[src/rtl/core/brts_queue.sv]
// Small FIFO between the front end and the blend back end.
`timescale 1ns / 1ps
module brts_queue #(
  parameter int W     = 51,
  parameter int DEPTH = 4
) (
  input  logic         clk_i,
  input  logic         rst_ni,
  input  logic         push_valid_i,
  output logic         push_ready_o,
  input  logic [W-1:0] push_data_i,
  output logic         pop_valid_o,
  input  logic         pop_ready_i,
  output logic [W-1:0] pop_data_o
);

  localparam int PTR_W = (DEPTH > 1) ? $clog2(DEPTH) : 1;
  localparam int CNT_W = $clog2(DEPTH + 1);

  logic [W-1:0]     mem_q [DEPTH];
  logic [PTR_W-1:0] wr_ptr_q, rd_ptr_q;
  logic [CNT_W-1:0] count_q;
  logic             push, pop;

  assign push_ready_o = (count_q != CNT_W'(DEPTH));
  assign pop_valid_o  = (count_q != '0);
  assign push         = push_valid_i && push_ready_o;
  assign pop          = pop_valid_o && pop_ready_i;
  assign pop_data_o   = mem_q[rd_ptr_q];

  always_ff @(posedge clk_i) begin
    if (push) mem_q[wr_ptr_q] <= push_data_i;
  end

  always_ff @(posedge clk_i or negedge rst_ni) begin
    if (!rst_ni) begin
      wr_ptr_q <= '0;
      rd_ptr_q <= '0;
      count_q  <= '0;
    end else begin
      if (push) wr_ptr_q <= (wr_ptr_q == PTR_W'(DEPTH - 1)) ? '0 : wr_ptr_q + 1'b1;
      if (pop)  rd_ptr_q <= (rd_ptr_q == PTR_W'(DEPTH - 1)) ? '0 : rd_ptr_q + 1'b1;
      count_q <= count_q + CNT_W'(push) - CNT_W'(pop);
    end
  end

  a_count_up: assert property (@(posedge clk_i) disable iff (!rst_ni)
    (push && !pop) |=> count_q == $past(count_q) + 1'b1)
    else $error("queue count did not grow on push");
  a_count_max: assert property (@(posedge clk_i) disable iff (!rst_ni)
    count_q <= CNT_W'(DEPTH))
    else $error("queue overfilled");

endmodule

[config.mk]
export PLATFORM = sky130hd
export DESIGN_NAME = brts_queue
export DESIGN_NICKNAME = d
export VERILOG_FILES = /design/src/rtl/core/brts_queue.sv
export SDC_FILE = /design/constraint.sdc
export NUM_CORES = 1
export LEC_CHECK = 0
export BUFFER_PORTS_ARGS = -buffer_cell sky130_fd_sc_hd__buf_2
export CAP_MARGIN = 20
export CORE_ASPECT_RATIO = 1.75
export CORE_MARGIN = 2
export CORE_UTILIZATION = 40
export CTS_CLUSTER_SIZE = 10
export DETAILED_ROUTE_END_ITERATION = 7
export SYNTH_ARGS = -nofsm -noshare
export SYNTH_HDL_FRONTEND = slang
export SYNTH_SLANG_ARGS = --single-unit
[constraint.sdc]
create_clock -name clk_i -period 2.15 [get_ports clk_i]
set_input_delay 0.1075 -clock clk_i [delete_from_list [all_inputs] [get_ports clk_i]]
set_output_delay 0.1075 -clock clk_i [all_outputs]
set_load 0.05 [all_outputs]
==> metrics.csv <==
stage,metric,value,unit
yosys,yosys-top-cells-area,"edfxtp_1 (79%), mux4_2 (15%), dfrtp_1 (2.2%)",
floorplanning,start_util,40.8,%
detailed_routing,met2_length,8.70,mm
sta,whs,60.4,ps
grt,grt_pass1_wl,23.2,mm
grt,grt_usage,15.1,%
floorplanning,io_pins,108,
critical_path,endpoint_kind,register,
critical_path,path_max_fanout,3,
sta,min_period,2210,ps
detailed_routing,vias,3780,
critical_path,crit_chain,"or3b_4, and2_4, inv_4, ha_4, inv_2, ha_4, inv_2, fa_2, xnor2_2, xnor2_1",
sta,setup_ws,-60.2,ps
sta,worst_pin_slew,500,ps
yosys,synth_seq_area_share,80.9,%
critical_path,max_stage_delay,430,ps
critical_path,arrival,2600,ps
detailed_routing,met1_length,5.73,mm
place,place.gp.congestion,0.695,
grt,antenna_found_initial,2,
place,portBuffers,107,
final_layout,fillers,1533,
critical_path,crit_type,reg -> reg,
yosys,synth.net_count,368,
floorplanning,rows,67,
power,power_density,1550,mW/mm^2
cts,clk_latency,500,ps
floorplanning,coreArea,0.0191,mm^2
cts,cts_tree,done,
detailed_routing,dr_wl_met3,570,um
final_layout,layout-drive-gt1-share,44.3,%
critical_path,worstSetupStartpointType,register,
grt,grt_pass1_vias,4219,
critical_path,critical_path_buf_inv_count,3,
cts,cts_made_buffers,25,
yosys,post-synth-top-count-cell,edfxtp_1,
sta,relSlewSlack,66.6,%
sta,fmax,452,MHz
sta,clock_skew,14.4,ps
yosys,synth_flop_cell,edfxtp_1,
yosys,yosysWarnings,0,
sta,rsz0062_at_grt,true,
detailed_routing,drtAntennaViolNets,0,
yosys,synth_cell_types,18,
final_layout,fin_nets,561,
final_layout,final_cells,749,
final_layout,final_core_util,52.7,%
floorplanning,die_h,189,um
place,placed_cells,656,
sta,hold_viol,0,
floorplanning,dieArea,0.0207,mm^2
cts,clk_pin_slew,60,ps
critical_path,required,2540,ps
detailed_routing,avgViaCountPerCell,5.05,
cts,ctsHtreeMaxLevel,1,
detailed_routing,top_layer_used,met4,
sta,finalCritPeriodShare,103,%
floorplanning,die-width,109,um
sta,final_max_slew_viol_count,0,
sta,finalSetupViolations,1,
detailed_routing,wire_per_inst,20.6,um
detailed_routing,drc,0,
run_status,violations,setup timing,
power,ir_drop,909,uV
power,p_leak,0.00353,uW
yosys,synthTopCellsByCount,"edfxtp_1 (204), mux4_2 (51), dfrtp_1 (7), ha_1 (7), inv_1 (7)",
cts,clock-root-buffer,clkbuf_16,
detailed_routing,drt_wl_total,15.4,mm
yosys,netlist_instances,305,
yosys,synth_largest_area_cell,edfxtp_1,
flow_run,maxCapViolations,0,
place,hpwlAfterDp,9.08,mm
yosys,ys_seq_elements,211,
run_status,status,finished with violations,
detailed_routing,firstDrtPassIters,4,
yosys,synth-edff-count,204,
yosys,avgSynthCellArea,25.5,um^2
sta,setup_tns,-60.2,ps
grt,grt_max_degree,42,
cts,cts_sinks,211,
critical_path,cp_slowest_cell,dfrtp_1,
critical_path,critPathTopFamily,adder cells,
yosys,syn_area,0.00779,mm^2
yosys,async_flop_share,3.32,%
final_layout,syn2layout_area_growth,29.2,%
cts,cts_buffer_depth,3,
grt,overflow,0,
hold_path,hp-class,in -> reg,
yosys,yosys.area.top_type_share,78.6,%
power,power,15600,uW
detailed_routing,drt_iter0_drc,109,
[layout by cell type, fill, tap and decap left out, types with 2 or more instances in the layout]
master         netlist  layout
and3_2               4       4
buf_12               0       3
buf_2                3      93
buf_4                5      25
buf_6                0       2
clkbuf_1             4       9
clkbuf_16            0      26
dfrtp_1              7       5
dfrtp_4              0       2
diode_2              0       2
dlygate4sd3_1        0      53
edfxtp_1           204     204
ha_1                 7       5
ha_4                 0       2
inv_1                7       3
inv_2                0       3
mux2_2               2       2
mux2_4               2       2
mux4_2              51      51
nor2_1               2       2
[where the power goes]
part	internal, uW	leakage (uW)	switching [uW]
combinational	2170	0.00126	4140
sequential	5460	0.00195	281
clock	2100	0.000323	1420
[kinds of logic after synthesis]
kind of cell             synth area share (%)
XOR/XNOR                                0.225
adder cells (fa/ha/maj)                  1.38
buffers and inverters                    1.20
flip-flops                               80.9
multiplexers                             15.4
AND/OR/NAND/NOR                         0.883
[path summary, 6_finish.rpt]
kind	startpoint	endpoint	slack, ps	cells past startpoint
max	count_q[0]	count_q[2]	-60	10
min	pop_ready_i	rd_ptr_q[1]	60	4
max reg2reg	count_q[0]	count_q[2]	-60	10
min reg2reg	count_q[2]	count_q[2]	590	2
max in group asynchronous	rst_ni	rd_ptr_q[0]	1270	3
min in group asynchronous	rst_ni	wr_ptr_q[0]	580	3
[sequential cells by signal (all words and copies together) (netlist names)]
signal    flops
rd_ptr_q      2
count_q       3
mem_q       204
wr_ptr_q      2
[layout make-up]
class	count	area [um^2]	area share, %
repair buffers	178	1320	13.1
diodes	2	5.00	0.0497
flip-flops and latches	211	6310	62.7
clock inverters	1	8.76	0.0870
clock buffers	34	659	6.55
inverters	7	28.8	0.286
well taps	241	302	3.00
multi-input cells	75	1440	14.3
[per-stage QoR]
stage	cell area [um^2]	setup WS, ps
floorplan	7800	-125
global placement	8730	26.8
detailed placement	8730	-40.0
CTS	10000	-34.2
global route	10100	-116
finish	10100	-60.2
[layer usage]
layer  vias up  track usage [%]
met1      1997             16.7
met5         -                0
met2        85             28.3
li1       1671                -
met4         0             5.94
met3        27             2.25
[repair_timing]
action                                 in CTS  in global routing
hold buffers                               53                  0
pin swaps                                   0                  5
buffers inserted                            2                  0
endpoints found under the hold margin     211                  0
resized for setup                          19                  7
setup endpoints to repair                  39                 32
gates cloned                                0                  1
[tightest hold or removal path, delay by kind of cell]
kind	cells	cell delay, ps
mux	1	130
buf+inv	2	220
simple gates	1	70
No activity file was read; power rests on OpenSTA's default activity.
