<file path="src/rtl/core/brts_pkg.sv">
// Shared types and constants for the bilinear RGBA texture sampler.
`timescale 1ns / 1ps
package brts_pkg;

  typedef enum logic {
    OP_WRITE  = 1'b0,
    OP_SAMPLE = 1'b1
  } op_e;

  typedef enum logic {
    REG_WIDTH  = 1'b0,
    REG_HEIGHT = 1'b1
  } reg_idx_e;

  localparam int CFG_W        = 9;
  localparam int COORD_W      = 18;
  localparam int IDX_W        = 8;
  localparam int TEXEL_W      = 32;
  localparam int CHAN_W       = 8;
  localparam int IN_TDATA_W   = 88;
  localparam int OUT_TDATA_W  = 32;
  localparam int QUEUE_DEPTH  = 4;
  localparam logic [CFG_W-1:0] SIZE_RESET = 9'd256;
  localparam logic [CFG_W-1:0] SIZE_MIN   = 9'd2;

endpackage

</file>
<file path="src/rtl/core/brts_front.sv">
// Front end: config registers, request intake, coordinate clamp/scale and classification.
`timescale 1ns / 1ps
module brts_front #(
  parameter int MAX_WIDTH     = 256,
  parameter int MAX_HEIGHT    = 256,
  parameter int FRACTION_BITS = 16,
  parameter int CBW           = 8,
  parameter int RBW           = 8,
  parameter int PW            = 34,
  parameter int QW            = 51
) (
  input  logic                             clk_i,
  input  logic                             rst_ni,
  input  logic                             cfg_we_i,
  input  brts_pkg::reg_idx_e               cfg_idx_i,
  input  logic [brts_pkg::CFG_W-1:0]       cfg_data_i,
  input  logic                             in_valid_i,
  output logic                             in_ready_o,
  input  brts_pkg::op_e                    in_op_i,
  input  logic [brts_pkg::IDX_W-1:0]       in_col_i,
  input  logic [brts_pkg::IDX_W-1:0]       in_row_i,
  input  logic [brts_pkg::TEXEL_W-1:0]     in_rgba_i,
  input  logic signed [brts_pkg::COORD_W-1:0] in_u_i,
  input  logic signed [brts_pkg::COORD_W-1:0] in_v_i,
  output logic                             q_valid_o,
  input  logic                             q_ready_i,
  output logic [QW-1:0]                    q_data_o
);
  import brts_pkg::*;

  localparam int FW = FRACTION_BITS + 1;
  localparam int XW = (FRACTION_BITS + 2 > COORD_W) ? FRACTION_BITS + 2 : COORD_W;
  localparam int MW = FW + CFG_W;
  localparam int IW = MW - FRACTION_BITS;
  localparam logic signed [XW-1:0] ONE_X = XW'(1) <<< FRACTION_BITS;
  localparam logic [FW-1:0] ONE_F = FW'(1) << FRACTION_BITS;

  logic [CFG_W-1:0] width_q, height_q;
  logic [CFG_W-1:0] w_use, h_use;

  logic             f_valid_q;
  op_e              f_op_q;
  logic [CBW-1:0]   f_col_q;
  logic [RBW-1:0]   f_row_q;
  logic [TEXEL_W-1:0] f_rgba_q;
  logic [MW-1:0]    f_xu_q, f_xv_q;
  logic [CFG_W-1:0] f_wm1_q, f_hm1_q;

  logic             accept, wr_ok;
  logic [IW-1:0]    iu, iv;
  logic [FW-1:0]    ru, rv;
  logic [PW-1:0]    payload;

  function automatic logic [FW-1:0] clamp_coord(input logic signed [COORD_W-1:0] c);
    logic signed [XW-1:0] cx;
    cx = XW'(c);
    if (cx < 0) return '0;
    else if (cx > ONE_X) return ONE_F;
    else return FW'(cx);
  endfunction

  function automatic logic [CFG_W-1:0] size_use(input logic [CFG_W-1:0] r, input int mx);
    if (r < SIZE_MIN) return SIZE_MIN;
    else if (13'(r) > 13'(mx)) return CFG_W'(mx);
    else return r;
  endfunction

  always_ff @(posedge clk_i or negedge rst_ni) begin
    if (!rst_ni) begin
      width_q  <= SIZE_RESET;
      height_q <= SIZE_RESET;
    end else if (cfg_we_i) begin
      case (cfg_idx_i)
        REG_WIDTH:  width_q  <= cfg_data_i;
        REG_HEIGHT: height_q <= cfg_data_i;
        default: ;
      endcase
    end
  end

  assign w_use = size_use(width_q, MAX_WIDTH);
  assign h_use = size_use(height_q, MAX_HEIGHT);

  assign in_ready_o = !f_valid_q || q_ready_i;
  assign accept     = in_valid_i && in_ready_o;
  // writes outside the store are dropped here
  assign wr_ok      = (13'(in_col_i) < 13'(MAX_WIDTH)) && (13'(in_row_i) < 13'(MAX_HEIGHT));

  always_ff @(posedge clk_i or negedge rst_ni) begin
    if (!rst_ni) begin
      f_valid_q <= 1'b0;
    end else if (in_ready_o) begin
      f_valid_q <= accept && (in_op_i == OP_SAMPLE || wr_ok);
    end
  end

  always_ff @(posedge clk_i) begin
    if (accept) begin
      f_op_q   <= in_op_i;
      f_col_q  <= CBW'(in_col_i);
      f_row_q  <= RBW'(in_row_i);
      f_rgba_q <= in_rgba_i;
      f_xu_q   <= MW'(clamp_coord(in_u_i)) * MW'(w_use - 1'b1);
      f_xv_q   <= MW'(clamp_coord(in_v_i)) * MW'(h_use - 1'b1);
      f_wm1_q  <= w_use - 1'b1;
      f_hm1_q  <= h_use - 1'b1;
    end
  end

  // split into base index and weight; last column/row steps back with full weight
  always_comb begin
    iu = f_xu_q[MW-1:FRACTION_BITS];
    ru = {1'b0, f_xu_q[FRACTION_BITS-1:0]};
    if (iu >= IW'(f_wm1_q)) begin
      iu = IW'(f_wm1_q) - 1'b1;
      ru = ONE_F;
    end
    iv = f_xv_q[MW-1:FRACTION_BITS];
    rv = {1'b0, f_xv_q[FRACTION_BITS-1:0]};
    if (iv >= IW'(f_hm1_q)) begin
      iv = IW'(f_hm1_q) - 1'b1;
      rv = ONE_F;
    end
    if (f_op_q == OP_SAMPLE) begin
      payload  = PW'({rv, ru});
      q_data_o = {f_op_q, CBW'(iu), RBW'(iv), payload};
    end else begin
      payload  = PW'(f_rgba_q);
      q_data_o = {f_op_q, f_col_q, f_row_q, payload};
    end
  end

  assign q_valid_o = f_valid_q;

endmodule

</file>
<file path="config.mk">
export PLATFORM = sky130hd
export DESIGN_NAME = brts_front
export DESIGN_NICKNAME = d
export VERILOG_FILES = /design/src/rtl/core/brts_pkg.sv /design/src/rtl/core/brts_front.sv
export SDC_FILE = /design/constraint.sdc
export NUM_CORES = 1
export LEC_CHECK = 0
export BUFFER_PORTS_ARGS = -buffer_cell sky130_fd_sc_hd__buf_4
export CAP_MARGIN = 15
export CORE_MARGIN = 10
export CORE_UTILIZATION = 50
export DETAILED_ROUTE_END_ITERATION = 12
export PLACE_DENSITY = 0.71
export REMOVE_ABC_BUFFERS = 1
export SLEW_MARGIN = 20
export SYNTH_ARGS = -nofsm -noshare
export SYNTH_HDL_FRONTEND = slang
export SYNTH_SLANG_ARGS = --single-unit
</file>
<file path="constraint.sdc">
create_clock -name clk_i -period 14.51 [get_ports clk_i]
set_input_delay 0.7255 -clock clk_i [delete_from_list [all_inputs] [get_ports clk_i]]
set_output_delay 0.7255 -clock clk_i [all_outputs]
set_load 0.03 [all_outputs]
</file>
==> results.py, run 1 <==
metrics = {
    "timing": {
        "setup_viol": 0,
        "finClkSkew_ns": 0.0174,
        "final_hold_viol_count": 0,
        "period_share_pct": 59.8,
        "slew_violations": 0,
        "fmax_ghz": 0.115,
        "fin_crit_ns": 8.67,
        "tns_ns": 0,
        "slew_headroom_pct": 32.1,
        "rsz0062_at_grt": "false",
        "worst_hold_slack_ns": 0.165,
        "worstMarginPinSlew_ns": 1.01,
    },
    "grt": {
        "grt_pass1_vias": 13600,
        "grt_max_degree": 86,
        "grt_pass1_wl_um": 69500,
        "grt_overflow": 0,
        "track_usage_pct": 20.9,
        "antenna_found_initial": 0,
    },
    "logic_synthesis": {
        "ys_types": 66,
        "synth_mux_area_share_pct": 3.25,
        "synth_edf_count": 119,
        "ys_seq_area_share_pct": 23.6,
        "async_reset_ff_share_pct": 13.8,
        "postSynthAreaPerCell_um2": 9.49,
        "synth_fa_ha_area_share_pct": 39.8,
        "syn-cell-area_um2": 17100,
        "synth-compound-area-share_pct": 6.10,
        "synth_xor_xnor_area_share_pct": 3.07,
        "synth-simple-area-share_pct": 14.8,
        "synthCells": 1805,
        "synth-seq-cells": 138,
        "synthFlopType": "edfxtp_1",
        "synth_top_family_by_area": "adder cells",
        "yosys_warnings": 0,
    },
    "critical_path": {
        "critPathLaunch": "height_q[4]$_DFFE_PN0P_",
        "criticalPathCategory": "flip-flop to flip-flop",
        "critPathRequiredTime_ns": 14.68,
        "critPathCaptureType": "flip-flop",
        "r2r-start": "height_q[4]$_DFFE_PN0P_",
        "crit_path_max_fanout": 17,
        "cp.arrival_ns": 8.84,
        "startpoint_type": "flip-flop",
    },
    "floorplan": {
        "rows": 67,
        "start_util_pct": 50.8,
        "core_um2": 33700,
        "dieArea_um2": 42100,
        "die_y_um": 205,
        "die_width_um": 205,
        "io_pins": 153,
    },
    "cells_and_area": {
        "fin_util_pct": 57.6,
        "fin_nets": 2459,
        "layout_commonest_cell": "inv_1",
        "seq_area_um2": 4050,
        "multi_input_area_um2": 11600,
        "antenna_cells": 0,
        "fin_area_um2": 19400,
        "layout_common_cells": "inv_1 (349), nand2_1 (241), fa_1 (238)",
        "synthToLayoutAreaGrowth_pct": 13.3,
        "drive_above_1_share_pct": 12.9,
        "num-fill-cells": 2959,
    },
    "power_and_ir_drop": {
        "peakVddDrop_uv": 97.1,
        "p_per_area_nw_per_um2": 141,
        "leakage_nw": 9.52,
    },
    "cts": {
        "cts_buffer_depth": 2,
        "clk_latency_ns": 0.44,
        "cts_made_buffers": 17,
        "cts_post_setup_buffers_inserted": 0,
        "clock-sinks": 138,
        "clk_pin_slew_ns": 0.07,
        "cts_root_buf": "clkbuf_16",
        "htree_levels": 4,
        "cts_tree": "built",
        "ctsResizeCount": 0,
        "hold_buffers": 0,
    },
    "route": {
        "via_count": 13100,
        "avgViaCountPerCell": 5.41,
        "finalWirelength_um": 42700,
        "wl_per_cell_um": 17.6,
        "dr.pass1.iters": 5,
        "remaining_drc_errors": 0,
        "antenna_left": 0,
        "drtIter0Drc": 1146,
    },
    "worst_hold_path": {
        "hold_path.class": "input pin to async pin",
    },
    "place": {
        "portBuffers": 152,
        "placed_area_um2": 18800,
        "hpwl_um": 35100,
        "place_congestion": 1.03,
    },
    "status": {
        "outcome": "finished clean",
    },
    "flow_run": {
        "max_cap_violations": 0,
    },
}
critical path, cell delays in order, from the launching register on:
cell and delay (ns):
dfrtp_1 0.44, or3_1 0.37, or3_1 0.36, o311a_1 0.56, inv_1 0.20, ha_1 0.29, nor3b_1 0.29, nand2_1 0.09
a32oi_1 0.67, inv_1 0.45, nand2_1 0.20, fa_1 0.42, fa_1 0.50, fa_1 0.55, inv_1 0.05, fa_1 0.47
ha_1 0.31, ha_1 0.39, a21o_1 0.21, a21o_1 0.18, a2111oi_0 0.58, o21ai_0 0.20, o22ai_1 0.33, mux2i_1 0.22
nand4_1 0.09
metrics by stage:
step | total power [W] | setup WS, ns | std cells
floorplan | 0.00182 | 7.07 | 1777
global placement | 0.00223 | 6.39 | 2386
detailed placement | 0.00228 | 6.08 | 2386
CTS | 0.00274 | 5.95 | 2418
global route | 0.00299 | 5.45 | 2418
finish | 0.00274 | 5.84 | 2418
cells by family after synthesis:
logic type / count (synthesis)
simple gates: 575
fa+ha+maj: 402
xor+xnor: 60
mux: 50
flops: 138
buf+inv: 416
other cells: 2
compound gates: 162
sequential cells by signal, summed over array words and instances (netlist names):
signal,cells
f_rgba_q,32
f_xu_q,26
f_xv_q,26
f_hm1_q,9
f_wm1_q,9
height_q,9
width_q,9
f_col_q,8
f_row_q,8
f_op_q,1
q_valid_o,1
cell usage after synthesis, types with 6 or more instances:
master / number / share of area, %
xor2_1: 12 / 0.61
dfrtp_1: 17 / 2.5
o22ai_1: 34 / 1.2
mux2_2: 45 / 3.0
inv_1: 349 / 7.6
nor2_1: 165 / 3.6
nor2b_1: 7 / 0.26
and3_1: 9 / 0.33
nand2_1: 241 / 5.3
or3_1: 7 / 0.26
nand3_1: 45 / 1.3
and2_1: 31 / 1.1
a21o_1: 22 / 0.96
buf_2: 6 / 0.18
a21oi_1: 40 / 1.2
xnor2_1: 48 / 2.5
nand2b_1: 15 / 0.55
edfxtp_1: 119 / 21
o21ai_0: 21 / 0.61
nor4_1: 11 / 0.40
ha_1: 164 / 12
nand4_1: 11 / 0.40
clkbuf_1: 47 / 1.0
fa_1: 238 / 28
nor3_1: 18 / 0.53
power breakdown:
| part | internal [W] | total, W | switching, W |
|---|---|---|---|
| Clock | 0.000261 | 0.000454 | 0.000193 |
| Sequential | 0.000571 | 0.000613 | 0.0000421 |
| Combinational | 0.000667 | 0.00167 | 0.00100 |
| Total | 0.00150 | 0.00274 | 0.00124 |
layer usage:
layer  share of wire (%)  track usage, %
met2                  45            33.2
met3                 9.2            5.88
met1                  43            27.6
met4                 2.2            5.70
met5                   0               0
final timing paths:
kind / depth (start not counted) / end / slack, ns
max: 24 / f_xv_q[25]$_DFFE_PP_ / 5.84
min: 1 / width_q[3]$_DFFE_PN0P_ / 0.17
max reg2reg: 24 / f_xv_q[25]$_DFFE_PP_ / 5.84
min reg2reg: 2 / q_valid_o$_DFFE_PN0N_ / 0.56
max in group asynchronous: 1 / height_q[8]$_DFFE_PN1P_ / 14.07
min in group clk_i: 1 / f_rgba_q[15]$_DFFE_PP_ / 0.46
cell type report:
cell class              count  area share, %
clock buffers              17           2.19
clock inverters            15          0.947
repair buffers            161           6.23
inverters                 356           6.89
multi-input cells        1283           60.0
well taps                 448           2.89
flip-flops and latches    138           20.9
Power figures use the tool's default switching activity.
==> run 2: changes to the inputs <==
==> constraint.sdc (replaced) <==
create_clock -name clk_i -period 8.9 [get_ports clk_i]
set_input_delay 0.445 -clock clk_i [delete_from_list [all_inputs] [get_ports clk_i]]
set_output_delay 0.445 -clock clk_i [all_outputs]
set_load 0.03 [all_outputs]
==> results.py, run 2 (synthesized netlist as in run 1, its figures left out) <==
metrics = {
    "status": {
        "outcome": "finished clean",
    },
    "power_and_ir_drop": {
        "p_int_w": 0.00241,
        "net-switching-power_w": 0.00202,
        "p_per_area_nw_per_um2": 228,
        "peakVddDrop_uv": 155,
        "clkPwrFrac_pct": 15.8,
        "p_sw_share_pct": 45.6,
        "leakage_nw": 9.52,
        "p_comb_share_pct": 61.6,
        "p_seq_share_pct": 22.5,
    },
    "grt": {
        "antenna_found_initial": 2,
        "grt_pass1_vias": 13800,
        "grt_pass1_wl_um": 70200,
        "grt_max_degree": 86,
        "track_usage_pct": 21.1,
        "grt_overflow": 0,
    },
    "critical_path": {
        "crit_path_max_fanout": 17,
        "cp_top_family": "adder cells",
        "slowest_delay_ns": 0.57,
        "startpoint_type": "flip-flop",
        "cp_slowest_cell": "fa_1",
        "path_cells": "or3_1, or3_1, o311a_1, inv_1, ha_1, nor3b_1, o21a_1, inv_1, nand2_1, fa_1, fa_1, fa_1, inv_1, fa_1, ha_1, ha_1, a21o_1, a21o_1, a2111oi_0, o21ai_0, o22ai_1, mux2i_1, nand4_1",
        "critPathRequiredTime_ns": 9.07,
        "criticalPathCategory": "flip-flop to flip-flop",
        "critPathCaptureType": "flip-flop",
        "cp.arrival_ns": 8.30,
        "cp_num_buf_inv": 3,
        "crit_top_cell": "fa_1",
    },
    "timing": {
        "rsz0062_at_grt": "false",
        "slew_violations": 0,
        "fmax_ghz": 0.123,
        "worst_hold_slack_ns": 0.172,
        "slew_headroom_pct": 34.4,
        "finClkSkew_ns": 0.0194,
        "tns_ns": 0,
        "final_hold_viol_count": 0,
        "period_share_pct": 91.4,
        "fin_crit_ns": 8.14,
        "setup_viol": 0,
        "worstMarginPinSlew_ns": 0.977,
    },
    "route": {
        "dr.pass1.iters": 5,
        "wl_per_cell_um": 17.8,
        "remaining_drc_errors": 0,
        "finalWirelength_um": 43100,
        "via_count": 13000,
        "drtIter0Drc": 981,
        "antenna_left": 0,
        "avgViaCountPerCell": 5.37,
    },
    "cells_and_area": {
        "drive_above_1_share_pct": 13.0,
        "num-fill-cells": 2954,
        "synthToLayoutAreaGrowth_pct": 13.3,
        "layout_commonest_cell": "inv_1",
        "fin_nets": 2463,
        "largest_register_ffs": 32,
        "layout_common_cells": "inv_1 (349), nand2_1 (241), fa_1 (238)",
        "top_regs": "f_rgba_q (32), f_xu_q (26), f_xv_q (26)",
        "largest-register": "f_rgba_q",
    },
    "cts": {
        "clock-sinks": 138,
        "cts_root_buf": "clkbuf_16",
        "clk_pin_slew_ns": 0.08,
        "htree_levels": 4,
        "cts_tree": "built",
        "ctsResizeCount": 0,
        "cts_buffer_depth": 2,
        "clk_latency_ns": 0.44,
        "cts_made_buffers": 17,
    },
    "place": {
        "hpwl_um": 35400,
        "place_congestion": 0.972,
        "portBuffers": 152,
    },
    "floorplan": {
        "start_util_pct": 50.8,
        "dieArea_um2": 42100,
        "die_y_um": 205,
        "core_um2": 33700,
        "rows": 67,
        "die_width_um": 205,
        "io_pins": 153,
    },
    "flow_run": {
        "max_cap_violations": 0,
    },
    "worst_hold_path": {
        "hold_path.class": "input pin to flip-flop",
    },
}
[run 2: worst register-to-register path, delay by kind of cell, from the launching register on]
family	cells	cell delay (ns)
flops	1	0.43
simple gates	5	1.25
compound gates	7	2.38
mux	1	0.22
fa+ha+maj	7	2.97
buf+inv	3	0.64
[run 2: worst paths after layout]
kind	from	to	slack, ns	cells after the start
min in group asynchronous	rst_ni	width_q[5]$_DFFE_PN0P_	0.42	2
max reg2reg	height_q[4]$_DFFE_PN0P_	f_xv_q[25]$_DFFE_PP_	0.76	23
max in group asynchronous	rst_ni	width_q[8]$_DFFE_PN1P_	8.22	2
max	height_q[4]$_DFFE_PN0P_	f_xv_q[25]$_DFFE_PP_	0.76	23
min	in_rgba_i[15]	f_rgba_q[15]$_DFFE_PP_	0.17	1
min reg2reg	height_q[0]$_DFFE_PN0P_	height_q[0]$_DFFE_PN0P_	0.55	1
[run 2: area by class of cell]
type | count | area, µm² | area share [%]
Clock buffer | 18 | 429 | 2.21
Timing Repair Buffer | 165 | 1240 | 6.40
Antenna cell | 2 | 5.00 | 0.0258
Inverter | 356 | 1340 | 6.89
Tap cell | 448 | 561 | 2.89
Sequential cell | 138 | 4050 | 20.9
Multi-Input combinational cell | 1283 | 11600 | 60.0
Clock inverter | 14 | 135 | 0.696
[run 2: power by group through the flow]
stage / Combinational, W / Clock, W / Sequential [W]
after floorplan: 0.00197 / 0 / 0.000993
after global placement: 0.00262 / 0 / 0.00101
after detailed placement: 0.00269 / 0 / 0.00101
after CTS: 0.00272 / 0.000713 / 0.000999
after global routing: 0.00309 / 0.000737 / 0.00101
final: 0.00273 / 0.000702 / 0.000998
[run 2: layer usage]
layer	share of wire [%]	global-route usage, %	up-vias	wire length, µm
li1	-	-	6051	-
met1	44	28.2	6409	18800
met2	45	33.2	490	19600
met3	8.4	5.32	68	3630
met4	2.4	6.20	0	1020
met5	0	0	-	0
[run 2: timing repair]
item	4_1_cts	5_1_grt
hold buffers	1	0
hold endpoints to repair	17	0
buffers inserted	0	0
[run 2: through the flow]
stage          total power, W  instance area (µm²)  utilization, %  worst slack, ns  cells
6_report              0.00443                19400            57.6            0.765   2424
5_1_grt               0.00484                19400            57.6            0.155   2423
4_1_cts               0.00443                19400            57.5            0.792   2422
3_5_place_dp          0.00371                18800            55.8            0.825   2389
3_3_place_gp          0.00363                18800            55.8            0.994   2389
2_1_floorplan         0.00296                17000               -             1.58   1777
